**config.mk**
```make
export PLATFORM = sky130hd
export DESIGN_NAME = swhc_mod
export DESIGN_NICKNAME = d
export VERILOG_FILES = /design/src/hw/rtl/swhc_pkg.sv /design/src/hw/rtl/swhc_mod.sv
export SDC_FILE = /design/constraint.sdc
export NUM_CORES = 1
export LEC_CHECK = 0
export BUFFER_PORTS_ARGS = -buffer_cell sky130_fd_sc_hd__buf_2
export CORE_MARGIN = 10
export CORE_UTILIZATION = 38
export DETAILED_ROUTE_END_ITERATION = 10
export PLACE_DENSITY = 0.76
export SETUP_SLACK_MARGIN = 0.15
export SLEW_MARGIN = 20
export SYNTH_ARGS = -nofsm -noshare
export SYNTH_HDL_FRONTEND = slang
export SYNTH_SLANG_ARGS = --single-unit
```
**constraint.sdc**
```tcl
create_clock -name clock -period 1.7 [get_ports clock]
set_input_delay 0.34 -clock clock [delete_from_list [all_inputs] [get_ports clock]]
set_output_delay 0.34 -clock clock [all_outputs]
set_load 0.005 [all_outputs]
```
**src/hw/rtl/swhc_pkg.sv**
```systemverilog
`timescale 1ns / 1ps

package swhc_pkg;

   localparam int TS_W  = 32;
   localparam int CNT_W = 16;
   localparam int SUM_W = 24;

   localparam logic [CNT_W-1:0] COUNT_MAX = 16'hFFFF;
   localparam logic [SUM_W-1:0] SUM_MAX   = 24'hFFFFFF;

   // Request kinds carried in the req_type field.
   localparam logic REQ_HIT   = 1'b0;
   localparam logic REQ_QUERY = 1'b1;

   typedef struct packed {
      logic [TS_W-1:0]  stamp;
      logic [CNT_W-1:0] count;
   } bucket_type;

   typedef struct packed {
      logic clear;
      logic enable;
   } acc_ctl_type;

endpackage

```
**src/hw/rtl/swhc_mod.sv**
```systemverilog
`timescale 1ns / 1ps

module swhc_mod #(
   parameter int WINDOW = 256
) (
   input  logic                        clock,
   input  logic                        reset,
   input  logic                        start,
   input  logic [swhc_pkg::TS_W-1:0]   dividend,
   output logic [$clog2(WINDOW)-1:0]   rem,
   output logic                        done
);
   import swhc_pkg::*;

   localparam int RW = $clog2(WINDOW);
   localparam logic [RW:0] DIV = (RW + 1)'(WINDOW);
   // Rounded-down reciprocal, so the quotient estimate is short by at most one.
   localparam logic [TS_W-1:0] RECIP = TS_W'((64'd1 << TS_W) / WINDOW);

   logic [2*TS_W-1:0] product;
   logic [TS_W-1:0]   quot_ff;
   logic [RW:0]       low_ff;
   logic              mul_vld_ff;
   logic [RW:0]       qw_low;
   logic [RW:0]       est_ff;
   logic              est_vld_ff;

   assign product = (2*TS_W)'(dividend) * (2*TS_W)'(RECIP);

   // The estimate stays below 2 * WINDOW, so only its low RW + 1 bits matter.
   assign qw_low = quot_ff[RW:0] * DIV;

   always_ff @(posedge clock) begin
      if (reset) begin
         mul_vld_ff <= 1'b0;
         est_vld_ff <= 1'b0;
      end else begin
         mul_vld_ff <= start;
         est_vld_ff <= mul_vld_ff;
      end
   end

   always_ff @(posedge clock) begin
      if (start) begin
         quot_ff <= product[2*TS_W-1:TS_W];
         low_ff  <= dividend[RW:0];
      end
      if (mul_vld_ff) begin
         est_ff <= low_ff - qw_low;
      end
   end

   assign rem  = (est_ff >= DIV) ? RW'(est_ff - DIV) : est_ff[RW-1:0];
   assign done = est_vld_ff;

   a_rem_range: assert property (@(posedge clock) disable iff (reset)
      est_vld_ff |-> (rem < WINDOW))
      else $error("remainder out of range");

   a_est_range: assert property (@(posedge clock) disable iff (reset)
      est_vld_ff |-> ({1'b0, est_ff} < {DIV, 1'b0}))
      else $error("quotient estimate off by more than one");

   a_start_stage: assert property (@(posedge clock) disable iff (reset)
      start |=> mul_vld_ff)
      else $error("multiply stage not started");

   a_stage_chain: assert property (@(posedge clock) disable iff (reset)
      mul_vld_ff |=> est_vld_ff)
      else $error("correction stage skipped");

endmodule

```
==> impl_metrics.tcl <==
set metrics [dict create \
    start_util 0.405 \
    grt_pass1_wl_um 1140 \
    power.leakage_nw 0.266 \
    fmaxAchievable_mhz 900 \
    drtPass1Iterations 2 \
    rrSetupSlack_ns 0.86 \
    met1_usage 0.0468 \
    clkTransAtPathRegs_ns 0.09 \
    regArea_um2 520 \
    cts_sinks 18 \
    syn_avg_cell_area_um2 26.7 \
    htree_levels 1 \
    max-cap-violations 0 \
    path_cells "buf_2" \
    min_period_ns 1.11 \
    cts_resized 0 \
    tightest_slew_ns 0.325 \
    r2r-start "mul_vld_ff$_SDFF_PP0_" \
    final_layout_size_suffix_gt1_frac 0.512 \
    stdcell_count 58 \
    place_area_um2 647 \
    start_kind "flop" \
    maxSlewViolCount 0 \
    root_buffer "clkbuf_4" \
    min_to "mul_vld_ff$_SDFF_PP0_" \
    synthTopCellsByArea "edfxtp_1 90%, dfxtp_1 7.5%, nor2b_1 2.3%" \
    final.setup.tns_ns 0 \
    area_growth_pct 26.3 \
    synth-compound-area-share 0 \
    yosys.area.top_type "edfxtp_1" \
    path_max_fanout 1 \
    r2r_cells 0 \
    syn_nets 55 \
    worst_hold_startpoint "reset" \
    clock_tree.buffer_depth 2 \
    cts_made_buffers 3 \
    ys_ff_latch 18 \
    io_buffers 19 \
    nNetsFinal 79 \
    synth_adder_area_share 0 \
    groute.usage.overall 0.0443 \
    wirelength_um 677 \
    power.density_nw_per_um2 1120 \
    grt-busiest-layer "met2" \
    status "completed" \
    synthSimpleGateAreaFrac 0.0235 \
    cpMaxStageDelayCell "edfxtp_1" \
    hold_depth 2 \
    ant_nets 0 \
    synthesis.area_um2 533 \
    die_w_um 57.5 \
    worstHoldPathType "in2reg" \
    grt_max_degree 11 \
    postSynthCellCount 20 \
    fp.dieArea_um2 3300 \
    place_congestion 0.624 \
    avgRoutedWirePerCell_um 11.7 \
    synthMuxAreaShare 0 \
    grt_setup_unrepaired "no" \
    hold_viol 0 \
    worst-path-buf-inv 1 \
    fin_area_um2 673 \
    grt_pass1_vias 289 \
    clk-insertion-delay-late_ns 0.28 \
    core-area_um2 1320 \
    cp.arrival_ns 0.77 \
    hold_ws_ns 0.223 \
    vias 248 \
    yosysUniqueCellTypes 3 \
    multiInputGateArea_um2 12.5 \
    critical_path.top_delay_family "flip-flops" \
    max-slew-margin-rel 0.783 \
    postCtsSetupBuffers 0 \
    critical-path-max-stage-delay_ns 0.36 \
    synth-xor-area-share 0 \
    cts_tree "done" \
    via_per_inst 4.28 \
    drt_iter0_drc 2 \
    fp-row-count 13 \
    diodes 0 \
    netlist.area_leader.share 0.901 \
    drc 0 \
    crit_type "reg2out" \
    vdd_drop_max_uv 553 \
    setup_violations 0 \
    end_kind "primary output" \
    reg2reg_to "est_ff[3]$_DFFE_PP_" \
    numPlacedInstances 54 \
    synth_top_family_by_area "simple AND/OR/NAND/NOR gates" \
    fin_crit_sh 0.653 \
    die_y_um 57.5 \
    met3_usage 0.0155 \
    fin_skew_ns 0.00348 \
    ioPinCount 44 \
    fill_cells 110 \
    crit_required_ns 1.36 \
    yosysSeqAreaShare 0.977 \
    synth_warnings 0 \
    overflow 0 \
    antenna_found_initial 0 \
    cts_hold_repair.buffers 0 \
    use_met2 0.0675 \
]
[registers in the layout, summed over array words and instances (netlist names)]
| register | cells |
|---|---|
| low_ff | 8 |
| est_ff | 8 |
| done | 1 |
| mul_vld_ff | 1 |
[Yosys cell counts, drive strengths merged]
cell type  count
edfxtp        16
nor2b          2
dfxtp          2
[worst max path at each step]
stage	from	endpoint	slack [ns]	cells after the start
2_1_floorplan	mul_vld_ff$_SDFF_PP0_	est_ff[0]$_DFFE_PP_	0.92	0
3_3_place_gp	start	low_ff[2]$_DFFE_PP_	0.87	1
3_5_place_dp	start	low_ff[2]$_DFFE_PP_	0.86	1
4_1_cts	est_ff[7]$_DFFE_PP_	rem[7]	0.57	1
5_1_grt	est_ff[4]$_DFFE_PP_	rem[4]	0.53	1
6_report	est_ff[5]$_DFFE_PP_	rem[5]	0.59	1
[metrics by stage]
step | setup WS, ns | total power [mW] | util
after CTS | 0.570 | 0.763 | 0.511
after detailed placement | 0.860 | 0.571 | 0.491
after floorplan | 0.916 | 0.540 | -
after global routing | 0.527 | 0.792 | 0.511
final | 0.589 | 0.755 | 0.511
after global placement | 0.869 | 0.569 | 0.491
[final cells by class]
class | count | share of cell area
clock buffers | 3 | 0.0335
clock inverters | 1 | 0.00558
repair buffers | 19 | 0.141
multi-input cells | 2 | 0.0186
well taps | 15 | 0.0279
flip-flops and latches | 18 | 0.773
[layout by cell type, fill, tap and decap left out]
cell	instances
clkbuf_4	3
nor2b_1	2
edfxtp_1	16
buf_2	19
clkinv_1	1
dfxtp_1	2
[where the power goes]
part | switching (mW) | internal [mW] | leakage (nW)
combinational | 0.0142 | 0.0183 | 0.0804
sequential | 0.00918 | 0.517 | 0.170
clock | 0.111 | 0.0850 | 0.0154
total | 0.135 | 0.621 | 0.266
[kinds of logic (layout without fill, tap and decap cells)]
family	after synthesis	after routing
buffers and inverters	0	23
and+or+nand+nor	2	2
DFF	18	18
[routing by layer]
metal  share of wire  vias up
met1            0.44      108
met4           0.025        0
li1                -      122
met5               0        -
met3           0.059        2
met2            0.47       16
Power figures use the tool's default switching activity.
