--- config.mk ---
export PLATFORM = sky130hd
export DESIGN_NAME = swhc_accum
export DESIGN_NICKNAME = d
export VERILOG_FILES = /design/src/hw/rtl/swhc_pkg.sv /design/src/hw/rtl/swhc_accum.sv
export SDC_FILE = /design/constraint.sdc
export NUM_CORES = 1
export LEC_CHECK = 0
export ABC_CLOCK_PERIOD_IN_PS = 4100
export BUFFER_PORTS_ARGS = -buffer_cell sky130_fd_sc_hd__buf_2
export CORE_ASPECT_RATIO = 1.1
export CORE_UTILIZATION = 45
export CTS_BUF_LIST = sky130_fd_sc_hd__clkbuf_8
export DETAILED_ROUTE_END_ITERATION = 8
export PLACE_DENSITY = 0.79
export SLEW_MARGIN = 20
export SYNTH_ARGS = -nofsm -noshare
export SYNTH_HDL_FRONTEND = slang
export SYNTH_SLANG_ARGS = --single-unit
export TNS_END_PERCENT = 1
--- constraint.sdc ---
create_clock -name clock -period 4.1 [get_ports clock]
set_input_delay 0.82 -clock clock [delete_from_list [all_inputs] [get_ports clock]]
set_output_delay 0.82 -clock clock [all_outputs]
set_load 0.005 [all_outputs]
--- src/hw/rtl/swhc_pkg.sv ---
`timescale 1ns / 1ps

package swhc_pkg;

   localparam int TS_W  = 32;
   localparam int CNT_W = 16;
   localparam int SUM_W = 24;

   localparam logic [CNT_W-1:0] COUNT_MAX = 16'hFFFF;
   localparam logic [SUM_W-1:0] SUM_MAX   = 24'hFFFFFF;

   // Request kinds carried in the req_type field.
   localparam logic REQ_HIT   = 1'b0;
   localparam logic REQ_QUERY = 1'b1;

   typedef struct packed {
      logic [TS_W-1:0]  stamp;
      logic [CNT_W-1:0] count;
   } bucket_type;

   typedef struct packed {
      logic clear;
      logic enable;
   } acc_ctl_type;

endpackage

--- src/hw/rtl/swhc_accum.sv ---
`timescale 1ns / 1ps

module swhc_accum #(
   parameter int WINDOW = 256
) (
   input  logic                        clock,
   input  swhc_pkg::acc_ctl_type       ctl,
   input  logic [swhc_pkg::TS_W-1:0]   now,
   input  swhc_pkg::bucket_type        entry,
   output logic [swhc_pkg::SUM_W-1:0]  sum
);
   import swhc_pkg::*;

   logic [SUM_W-1:0] sum_ff;
   logic [TS_W-1:0]  age;
   logic             in_window;
   logic [SUM_W:0]   total;

   // Age wraps modulo 2^32, so a bucket stamped after the query never counts.
   assign age       = now - entry.stamp;
   assign in_window = (age < TS_W'(WINDOW));
   assign total     = {1'b0, sum_ff} + (SUM_W + 1)'(entry.count);

   always_ff @(posedge clock) begin
      if (ctl.clear) begin
         sum_ff <= '0;
      end else if (ctl.enable && in_window) begin
         if (total > {1'b0, SUM_MAX}) begin
            sum_ff <= SUM_MAX;
         end else begin
            sum_ff <= total[SUM_W-1:0];
         end
      end
   end

   assign sum = sum_ff;

endmodule

==> results of run 1 <==
-- power by group through the flow --
stage | Sequential (W) | Clock (W) | Combinational [W]
after global routing | 0.000233 | 0.000225 | 0.000420
final | 0.000233 | 0.000214 | 0.000380
after global placement | 0.000238 | 0 | 0.000370
after CTS | 0.000233 | 0.000216 | 0.000376
after detailed placement | 0.000238 | 0 | 0.000374
after floorplan | 0.000238 | 0 | 0.000264
-- cell usage after synthesis, drive strengths merged, types with 5 or more instances --
master	n	area [um2]
nor2b	6	37.5
mux2i	5	50.1
xnor2	17	149
a21o	17	128
and3	14	87.6
inv	42	158
nand4	12	75.1
a211oi	10	80.1
a21oi	51	255
nor2	49	184
dfxtp	24	480
nand2	32	120
nand3	10	50.1
nor3	26	130
a31oi	8	50.1
clkbuf	6	22.5
xor2	7	61.3
ha	46	576
buf	9	55.0
o21ai	23	115
o21a	9	67.6
-- layout make-up --
class / count / area [um2] / share of cell area [%]
clock inverters: 1 / 30.0 / 0.700
flip-flops and latches: 24 / 480 / 11.2
multi-input cells: 407 / 2830 / 65.9
clock buffers: 3 / 41.3 / 0.963
inverters: 42 / 158 / 3.68
well taps: 105 / 131 / 3.06
repair buffers: 115 / 623 / 14.5
-- through the flow --
stage	power [W]	cell area [um2]
final	0.000826	4290
after global routing	0.000878	4290
after CTS	0.000826	4290
after floorplan	0.000503	3540
after global placement	0.000608	4220
after detailed placement	0.000612	4220
-- worst reg2reg max path, delay by kind of cell (launching register included) --
family | cells | cell delay, ps
adder cells (fa/ha/maj) | 2 | 650
AO/OA/AOI/OAI | 7 | 1430
AND/OR/NAND/NOR | 2 | 440
flip-flops | 1 | 340
multiplexers | 1 | 290
-- cells by family after synthesis --
group | Yosys count | synth area share [%]
AND/OR/NAND/NOR | 172 | 24.7
AO/OA/AOI/OAI | 155 | 29.6
buffers and inverters | 57 | 6.64
adder cells (fa/ha/maj) | 47 | 16.8
XOR/XNOR | 24 | 5.94
flip-flops | 24 | 13.6
multiplexers | 9 | 2.69
-- routing by layer --
layer	vias up	track usage, %	share of wire, %
li1	2018	-	-
met1	1859	27.7	42
met2	162	44.6	50
met3	26	1.47	5.5
met4	0	8.33	2.5
met5	-	0	0
-- path summary, 6_finish.rpt --
kind                            endpoint  cells after the start  slack (ps)     from
worst max-delay path             sum[18]                     14         280  now[25]
worst min-delay path              sum[6]                      2         520   sum[6]
worst max register to register   sum[17]                     12         840   sum[0]
worst min register to register    sum[6]                      2         520   sum[6]
==> impl_metrics.ini, run 1 <==
[floorplanning]
core_area_um2 = 7560
ioPinCount = 107
placement_row_count = 33
floorplan.initialDensity_pct = 46.9
fp.dieArea_um2 = 8230
die_height_um = 95.0
die_width_um = 86.6

[clock_tree]
clk-insertion-delay-late_ps = 280
cts.sink_count = 24
cts_setup_buffers = 0
cts_max_path_buffers = 2
tritoncts = done
cts_repair_resize_count = 0
cts_hold_repair.buffers = 0
cts-buffers-inserted = 3
cts.clk_slew.worst_paths_ps = 100
htree_levels = 1
clk_root_buffer_cell = sky130_fd_sc_hd__clkbuf_8

[timing]
achievable-frequency_ghz = 0.262
fin_tns_setup_ps = 0
min_period_ps = 3820
fin_hold_ws_ps = 516
setup_viols_final = 0
rsz0062_at_grt = false
timing.clock.skew_ps = 13.9
worst_slew_pin_slew_ps = 571
timing_hold_violations_final = 0
period_utilisation_layout_pct = 93.2
slew_headroom_pct = 61.8
final-max-slew-violation-count = 0
final.setup.worst_slack_ps = 279

[grt]
grt_pass1_wl_mm = 16.0
initial_antenna_violation_count = 0
grt.total_usage_pct = 23.5
grt_overflow = 0
first_global_vias = 3834
grt_max_degree = 29

[placement]
hpwlAfterDp_mm = 7.93
port_buffers = 106
gp_congestion = 0.955
pre_cts_ws_ps = 17.1
dp.cells = 693

[job]
timing.max_cap.violations = 0

[synth]
synth.cell_area_um2 = 3540
syn_nets = 618
synth-main-ff-cell = sky130_fd_sc_hd__dfxtp_1
synth_cell_type_count = 66
synth_edf_count = 0
yosysSeqAreaShare_pct = 13.6
synth.ff_latch_count = 24
synth_warnings = 0
synthArstFlopShare_pct = 0
syn_area_cell_um2 = 7.26
synthesis.instances = 488

[worst_setup_path]
crit_path_launch_type = input pin
worst_path_max_delay_cell = sky130_fd_sc_hd__ha_1
cp_num_buf_inv = 2
crit_type = in2reg
cp.required_ps = 4280
crit_top_cell = sky130_fd_sc_hd__nand4_1
path_cells = buf_2 > ha_1 > a21oi_1 > nor2_1 > a2111oi_0 > o2111ai_1 > a221oi_1 > nand4_1 > nor4_1 > nand4_1 > nor4b_4 > buf_12 > nand4_1 > mux2_1
max_stage_delay_ps = 390
timing.critical_path.to_type = register
timing.critical_path.max_delay_family = simple AND/OR/NAND/NOR gates
crit_path_max_fanout = 20
critical_path_arrival_ps = 4000

[layout]
commonest_cells_after_routing_fill_and_taps_aside = 106 x sky130_fd_sc_hd__buf_2, 51 x sky130_fd_sc_hd__a21oi_1, 49 x sky130_fd_sc_hd__nor2_1
largest_register_ffs = 24
flow.area_growth_from_synthesis_pct = 21.1
fill_cells = 716
insertedDiodeCount = 0
post_route_cells_drive_above_1_share_pct = 22.6
final-instance-count-excl-fill = 697
layout.cells.most_common = sky130_fd_sc_hd__buf_2
utilization_pct = 56.8
design.final.nets = 723

[power_and_ir_drop]
powerDensity_nw_per_um2 = 193
switching_share_of_power_pct = 35.7
power_frac_comb_pct = 45.9
total_internal_power_w = 0.000531
p_sw_w = 0.000295
p_seq_share_pct = 28.2
cellLeakagePower_nw = 2.12
power.share.clock_pct = 25.9
worst_ir_drop_vdd_v = 0.0000990

[routing]
dr.first_iter.drc_count = 197
num_vias = 4065
detail_route.drc_violations = 0
routedWlPerCell_um = 13.7
drt_first_pass_iters = 5
drt.antenna.violating_nets = 0
totalWireLength_mm = 9.55
viasPerCell = 5.83

[outcome]
run_status = finished, final reports clean

[worst_hold_path]
hp-class = reg2reg
(Power assumes the default switching activity.)
==> run 2, diff against run 1 <==
--- a/config.mk
+++ b/config.mk
@@ -8,9 +8,11 @@
 export ABC_CLOCK_PERIOD_IN_PS = 4100
 export BUFFER_PORTS_ARGS = -buffer_cell sky130_fd_sc_hd__buf_2
 export CORE_ASPECT_RATIO = 1.1
+export CORE_MARGIN = 4
 export CORE_UTILIZATION = 45
 export CTS_BUF_LIST = sky130_fd_sc_hd__clkbuf_8
 export DETAILED_ROUTE_END_ITERATION = 8
+export MAX_ROUTING_LAYER = met4
 export PLACE_DENSITY = 0.79
 export SLEW_MARGIN = 20
 export SYNTH_ARGS = -nofsm -noshare
==> impl_metrics.ini, run 2 (synthesis results as in run 1) <==
[timing]
fin_hold_ws_ps = 515
rsz0062_at_grt = false
timing_hold_violations_final = 0
min_period_ps = 3790
period_utilisation_layout_pct = 92.5
final-max-slew-violation-count = 0
fin_tns_setup_ps = 0
worst_slew_pin_slew_ps = 561
timing.clock.skew_ps = 7.28
slew_headroom_pct = 62.6
achievable-frequency_ghz = 0.264
setup_viols_final = 0

[worst_hold_path]
hp-class = reg2reg
hold_path_depth = 2

[floorplanning]
die_height_um = 101
placement_row_count = 33
core_area_um2 = 7560
fp.dieArea_um2 = 9350
floorplan.initialDensity_pct = 46.9
die_width_um = 92.6
ioPinCount = 107

[power_and_ir_drop]
powerDensity_nw_per_um2 = 182
worst_ir_drop_vdd_v = 0.000101
cellLeakagePower_nw = 2.12

[clock_tree]
cts_repair_resize_count = 0
cts.clk_slew.worst_paths_ps = 90
clk_root_buffer_cell = sky130_fd_sc_hd__clkbuf_8
cts_max_path_buffers = 2
clk-insertion-delay-late_ps = 270
cts_setup_buffers = 0
cts.sink_count = 24
cts-buffers-inserted = 3
tritoncts = done
cts_hold_repair.buffers = 0
htree_levels = 1

[worst_setup_path]
path_cells = buf_2 > inv_1 > ha_1 > nand2_1 > o21a_1 > a211o_1 > o2111ai_1 > o311ai_0 > xnor2_1 > nor3_1 > nand4_1 > nor4b_4 > buf_12 > buf_12 > mux2i_1 > nor2_1
critical_path_arrival_ps = 3940
timing.critical_path.to_type = register
max_stage_delay_ps = 460
r2r.worst_path.cells = 12
crit_type = in2reg
crit_path_max_fanout = 24
crit_top_cell = sky130_fd_sc_hd__buf_12
crit_path_launch_type = input pin
cp.required_ps = 4250
worst_path_max_delay_cell = sky130_fd_sc_hd__ha_1

[layout]
post_route_cells_drive_above_1_share_pct = 22.9
layout.cells.most_common = sky130_fd_sc_hd__buf_2
flow.area_growth_from_synthesis_pct = 21.1
insertedDiodeCount = 0
design.final.nets = 725
largest_register_ffs = 24
multi_input_area_um2 = 2830
area.sequential_um2 = 480
fill_cells = 730
commonest_cells_after_routing_fill_and_taps_aside = 106 x sky130_fd_sc_hd__buf_2, 51 x sky130_fd_sc_hd__a21oi_1, 49 x sky130_fd_sc_hd__nor2_1
utilization_pct = 56.7

[placement]
hpwlAfterDp_mm = 8.28
port_buffers = 106
gp_congestion = 1.01

[job]
timing.max_cap.violations = 0

[routing]
detail_route.drc_violations = 0
num_vias = 3999
drt.antenna.violating_nets = 0
totalWireLength_mm = 9.95
routedWlPerCell_um = 14.2
dr.first_iter.drc_count = 157
drt_first_pass_iters = 5
viasPerCell = 5.72

[grt]
initial_antenna_violation_count = 0
first_global_vias = 3975
grt_pass1_wl_mm = 16.8
grt.total_usage_pct = 21.8
grt_overflow = 0
grt_max_degree = 29

[outcome]
run_status = finished, final reports clean
==> run 2: cell types whose count changed in the layout (fill, tap and decap cells not counted), sizes merged <==
cell,before,now
buf,115,117
bufinv,1,0
clkbuf,3,4
==> run 2: cell type report <==
class	instances	area share [%]
multi-input combinational	407	65.9
timing repair buffer	117	14.9
inverter	42	3.68
sequential	24	11.2
tap	105	3.06
clock buffer	4	1.28
==> run 2: metal layers <==
layer / track usage, % / part of all wire (%)
met3: 2.17 / 6.5
met2: 39.8 / 51
met4: 8.46 / 2.1
met5: - / 0
met1: 24.5 / 40
==> run 2: final timing paths <==
kind / from / end / slack [ps]
setup / recovery: entry[26] / sum[4] / 310
hold reg to reg: sum[12] / sum[12] / 520
setup reg to reg: sum[0] / sum[17] / 830
hold / removal: sum[12] / sum[12] / 520
==> run 2: report_power, final <==
group          total, W  internal (W)    switching (W)
clock network  0.000163     0.0000859        0.0000772
logic          0.000384      0.000170         0.000214
registers      0.000233      0.000233  0.0000000000329
==> run 2: worst max-delay path, delay by kind of cell <==
family | cells | cell delay, ps
mux | 1 | 200
simple gates | 5 | 850
buf+inv | 4 | 450
fa+ha+maj | 1 | 460
compound gates | 4 | 970
xor+xnor | 1 | 190
==> run 2: metrics by stage <==
stage | power [W] | std cells | setup WS, ps | area (um2)
floorplan | 0.000503 | 488 | 466 | 3540
global placement | 0.000612 | 695 | 100 | 4230
detailed placement | 0.000616 | 695 | 55.0 | 4230
CTS | 0.000780 | 699 | 344 | 4290
global route | 0.000839 | 699 | 72.4 | 4290
finish | 0.000780 | 699 | 306 | 4290
==> run 3, diff against run 2 <==
--- a/config.mk
+++ b/config.mk
@@ -5,7 +5,7 @@
 export SDC_FILE = /design/constraint.sdc
 export NUM_CORES = 1
 export LEC_CHECK = 0
-export ABC_CLOCK_PERIOD_IN_PS = 4100
+export ABC_CLOCK_PERIOD_IN_PS = 4700
 export BUFFER_PORTS_ARGS = -buffer_cell sky130_fd_sc_hd__buf_2
 export CORE_ASPECT_RATIO = 1.1
 export CORE_MARGIN = 4
==> constraint.sdc (replaced) <==
create_clock -name clock -period 4.7 [get_ports clock]
set_input_delay 0.94 -clock clock [delete_from_list [all_inputs] [get_ports clock]]
set_output_delay 0.94 -clock clock [all_outputs]
set_load 0.005 [all_outputs]
==> impl_metrics.ini, run 3 (synthesis results as in run 1) <==
[worst_setup_path]
timing.critical_path.to_type = register
timing.critical_path.max_delay_family = compound AO/OA/AOI/OAI gates
crit-reg2reg-launch = sum[0]
cp.required_ps = 4860
crit_type = in2reg
timing.reg2reg.setup_slack_ps = 1460
r2r.worst_path.cells = 12
crit_top_cell = sky130_fd_sc_hd__nand4_1
cp_num_buf_inv = 2
max_stage_delay_ps = 390
worst_r2r_dst = sum[17]
worst_path_max_delay_cell = sky130_fd_sc_hd__ha_1
critical_path_arrival_ps = 4180
crit_path_max_fanout = 44
crit_path_launch_type = input pin
path_cells = buf_2 > ha_1 > a21oi_1 > o32ai_1 > a2111oi_0 > o2111ai_1 > a221oi_1 > nand4_1 > nor4_1 > nand4_1 > nor4b_4 > buf_12 > nand4_1 > mux2_1

[layout]
commonest_cells_after_routing_fill_and_taps_aside = 106 x sky130_fd_sc_hd__buf_2, 51 x sky130_fd_sc_hd__a21oi_1, 49 x sky130_fd_sc_hd__nor2_1
design.final.nets = 715
insertedDiodeCount = 0
largest_register_ffs = 24
layout.cells.most_common = sky130_fd_sc_hd__buf_2
flow.area_growth_from_synthesis_pct = 18.6
post_route_cells_drive_above_1_share_pct = 21.6
fill_cells = 714

[routing]
detail_route.drc_violations = 0
routedWlPerCell_um = 14.2
viasPerCell = 5.69
num_vias = 3918
drt_first_pass_iters = 5
totalWireLength_mm = 9.79
drt.antenna.violating_nets = 0
dr.first_iter.drc_count = 216

[floorplanning]
fp.dieArea_um2 = 9350
core_area_um2 = 7560
placement_row_count = 33
floorplan.initialDensity_pct = 46.9
ioPinCount = 107
die_width_um = 92.6
die_height_um = 101

[timing]
achievable-frequency_ghz = 0.249
fin_hold_ws_ps = 514
final-max-slew-violation-count = 0
period_utilisation_layout_pct = 85.6
fin_tns_setup_ps = 0
rsz0062_at_grt = false
timing_hold_violations_final = 0
slew_headroom_pct = 60.6
worst_slew_pin_slew_ps = 588
timing.clock.skew_ps = 6.13
min_period_ps = 4020
setup_viols_final = 0

[worst_hold_path]
min_delay_endpoint = sum[5]
hp-class = reg2reg
hold_path.startpoint = sum[5]
hold_path_depth = 2

[clock_tree]
cts_max_path_buffers = 2
cts.sink_count = 24
clk_root_buffer_cell = sky130_fd_sc_hd__clkbuf_8
cts.clk_slew.worst_paths_ps = 90
cts_repair_resize_count = 0
cts_setup_buffers = 0
htree_levels = 1
cts-buffers-inserted = 3
tritoncts = done
cts_hold_repair.buffers = 0
clk-insertion-delay-late_ps = 270

[grt]
grt_pass1_wl_mm = 16.1
initial_antenna_violation_count = 0
first_global_vias = 3767
grt_max_degree = 45
grt.total_usage_pct = 20.8
grt_overflow = 0

[outcome]
run_status = finished, final reports clean

[placement]
gp_congestion = 1.01
hpwlAfterDp_mm = 8.16
port_buffers = 106

[job]
timing.max_cap.violations = 0

[power_and_ir_drop]
design_power_total_w = 0.000668
cellLeakagePower_nw = 2.07
worst_ir_drop_vdd_v = 0.0000855
powerDensity_nw_per_um2 = 159
[run 3: cell count changes in the layout (fill, tap and decap cells not counted), sizes merged]
| cell | previous run | this run |
|---|---|---|
| buf | 117 | 107 |
[run 3: per-stage QoR]
step / instance area (um2) / instances / worst slack [ps] / util [%]
final: 4200 / 689 / 676 / 55.6
after detailed placement: 4150 / 685 / 387 / 54.9
after global routing: 4200 / 689 / 230 / 55.6
after CTS: 4200 / 689 / 675 / 55.6
after global placement: 4150 / 685 / 463 / 54.9
after floorplan: 3540 / 488 / 946 / -
[run 3: report_power, final]
group / switching, W / internal (W) / leakage [nW] / total (W)
clock network: 0.0000671 / 0.0000747 / 0.0288 / 0.000142
registers: 0.0000000000279 / 0.000203 / 0.193 / 0.000203
logic: 0.000183 / 0.000140 / 1.85 / 0.000323
total: 0.000250 / 0.000418 / 2.07 / 0.000668
[run 3: area by class of cell]
type,count,area [um2],area share [%]
clock buffers,4,55.1,1.31
repair buffers,107,551,13.1
inverters,42,158,3.75
flip-flops and latches,24,480,11.4
multi-input cells,407,2830,67.3
well taps,105,131,3.13
[run 3: how the worst max path moves through the flow]
stage                   start  slack (ps)  depth (start not counted)      end
floorplan           entry[27]         950                         15  sum[23]
global placement       now[8]         460                         14  sum[18]
detailed placement     now[8]         390                         14  sum[18]
CTS                    now[8]         670                         14  sum[18]
global route          now[25]         230                         14  sum[18]
finish                 now[8]         680                         14  sum[18]
[run 3: layer usage]
layer | vias up | routed length, um | GRT usage, %
met5 | - | 0 | -
li1 | 1991 | - | -
met3 | 20 | 565 | 2.02
met1 | 1774 | 4170 | 24.4
met2 | 133 | 4830 | 37.2
met4 | 0 | 225 | 6.74
[run 3: worst register-to-register path: stages (launching register included)]
cell	delay (ps)
sky130_fd_sc_hd__dfxtp_1	330
sky130_fd_sc_hd__ha_1	220
sky130_fd_sc_hd__fa_1	420
sky130_fd_sc_hd__a21oi_1	180
sky130_fd_sc_hd__o21ai_0	160
sky130_fd_sc_hd__o41a_1	390
sky130_fd_sc_hd__nand4_1	140
sky130_fd_sc_hd__a31oi_1	140
sky130_fd_sc_hd__a21o_1	220
sky130_fd_sc_hd__a21oi_1	230
sky130_fd_sc_hd__or2_2	300
sky130_fd_sc_hd__a21oi_1	90
sky130_fd_sc_hd__mux2_1	290
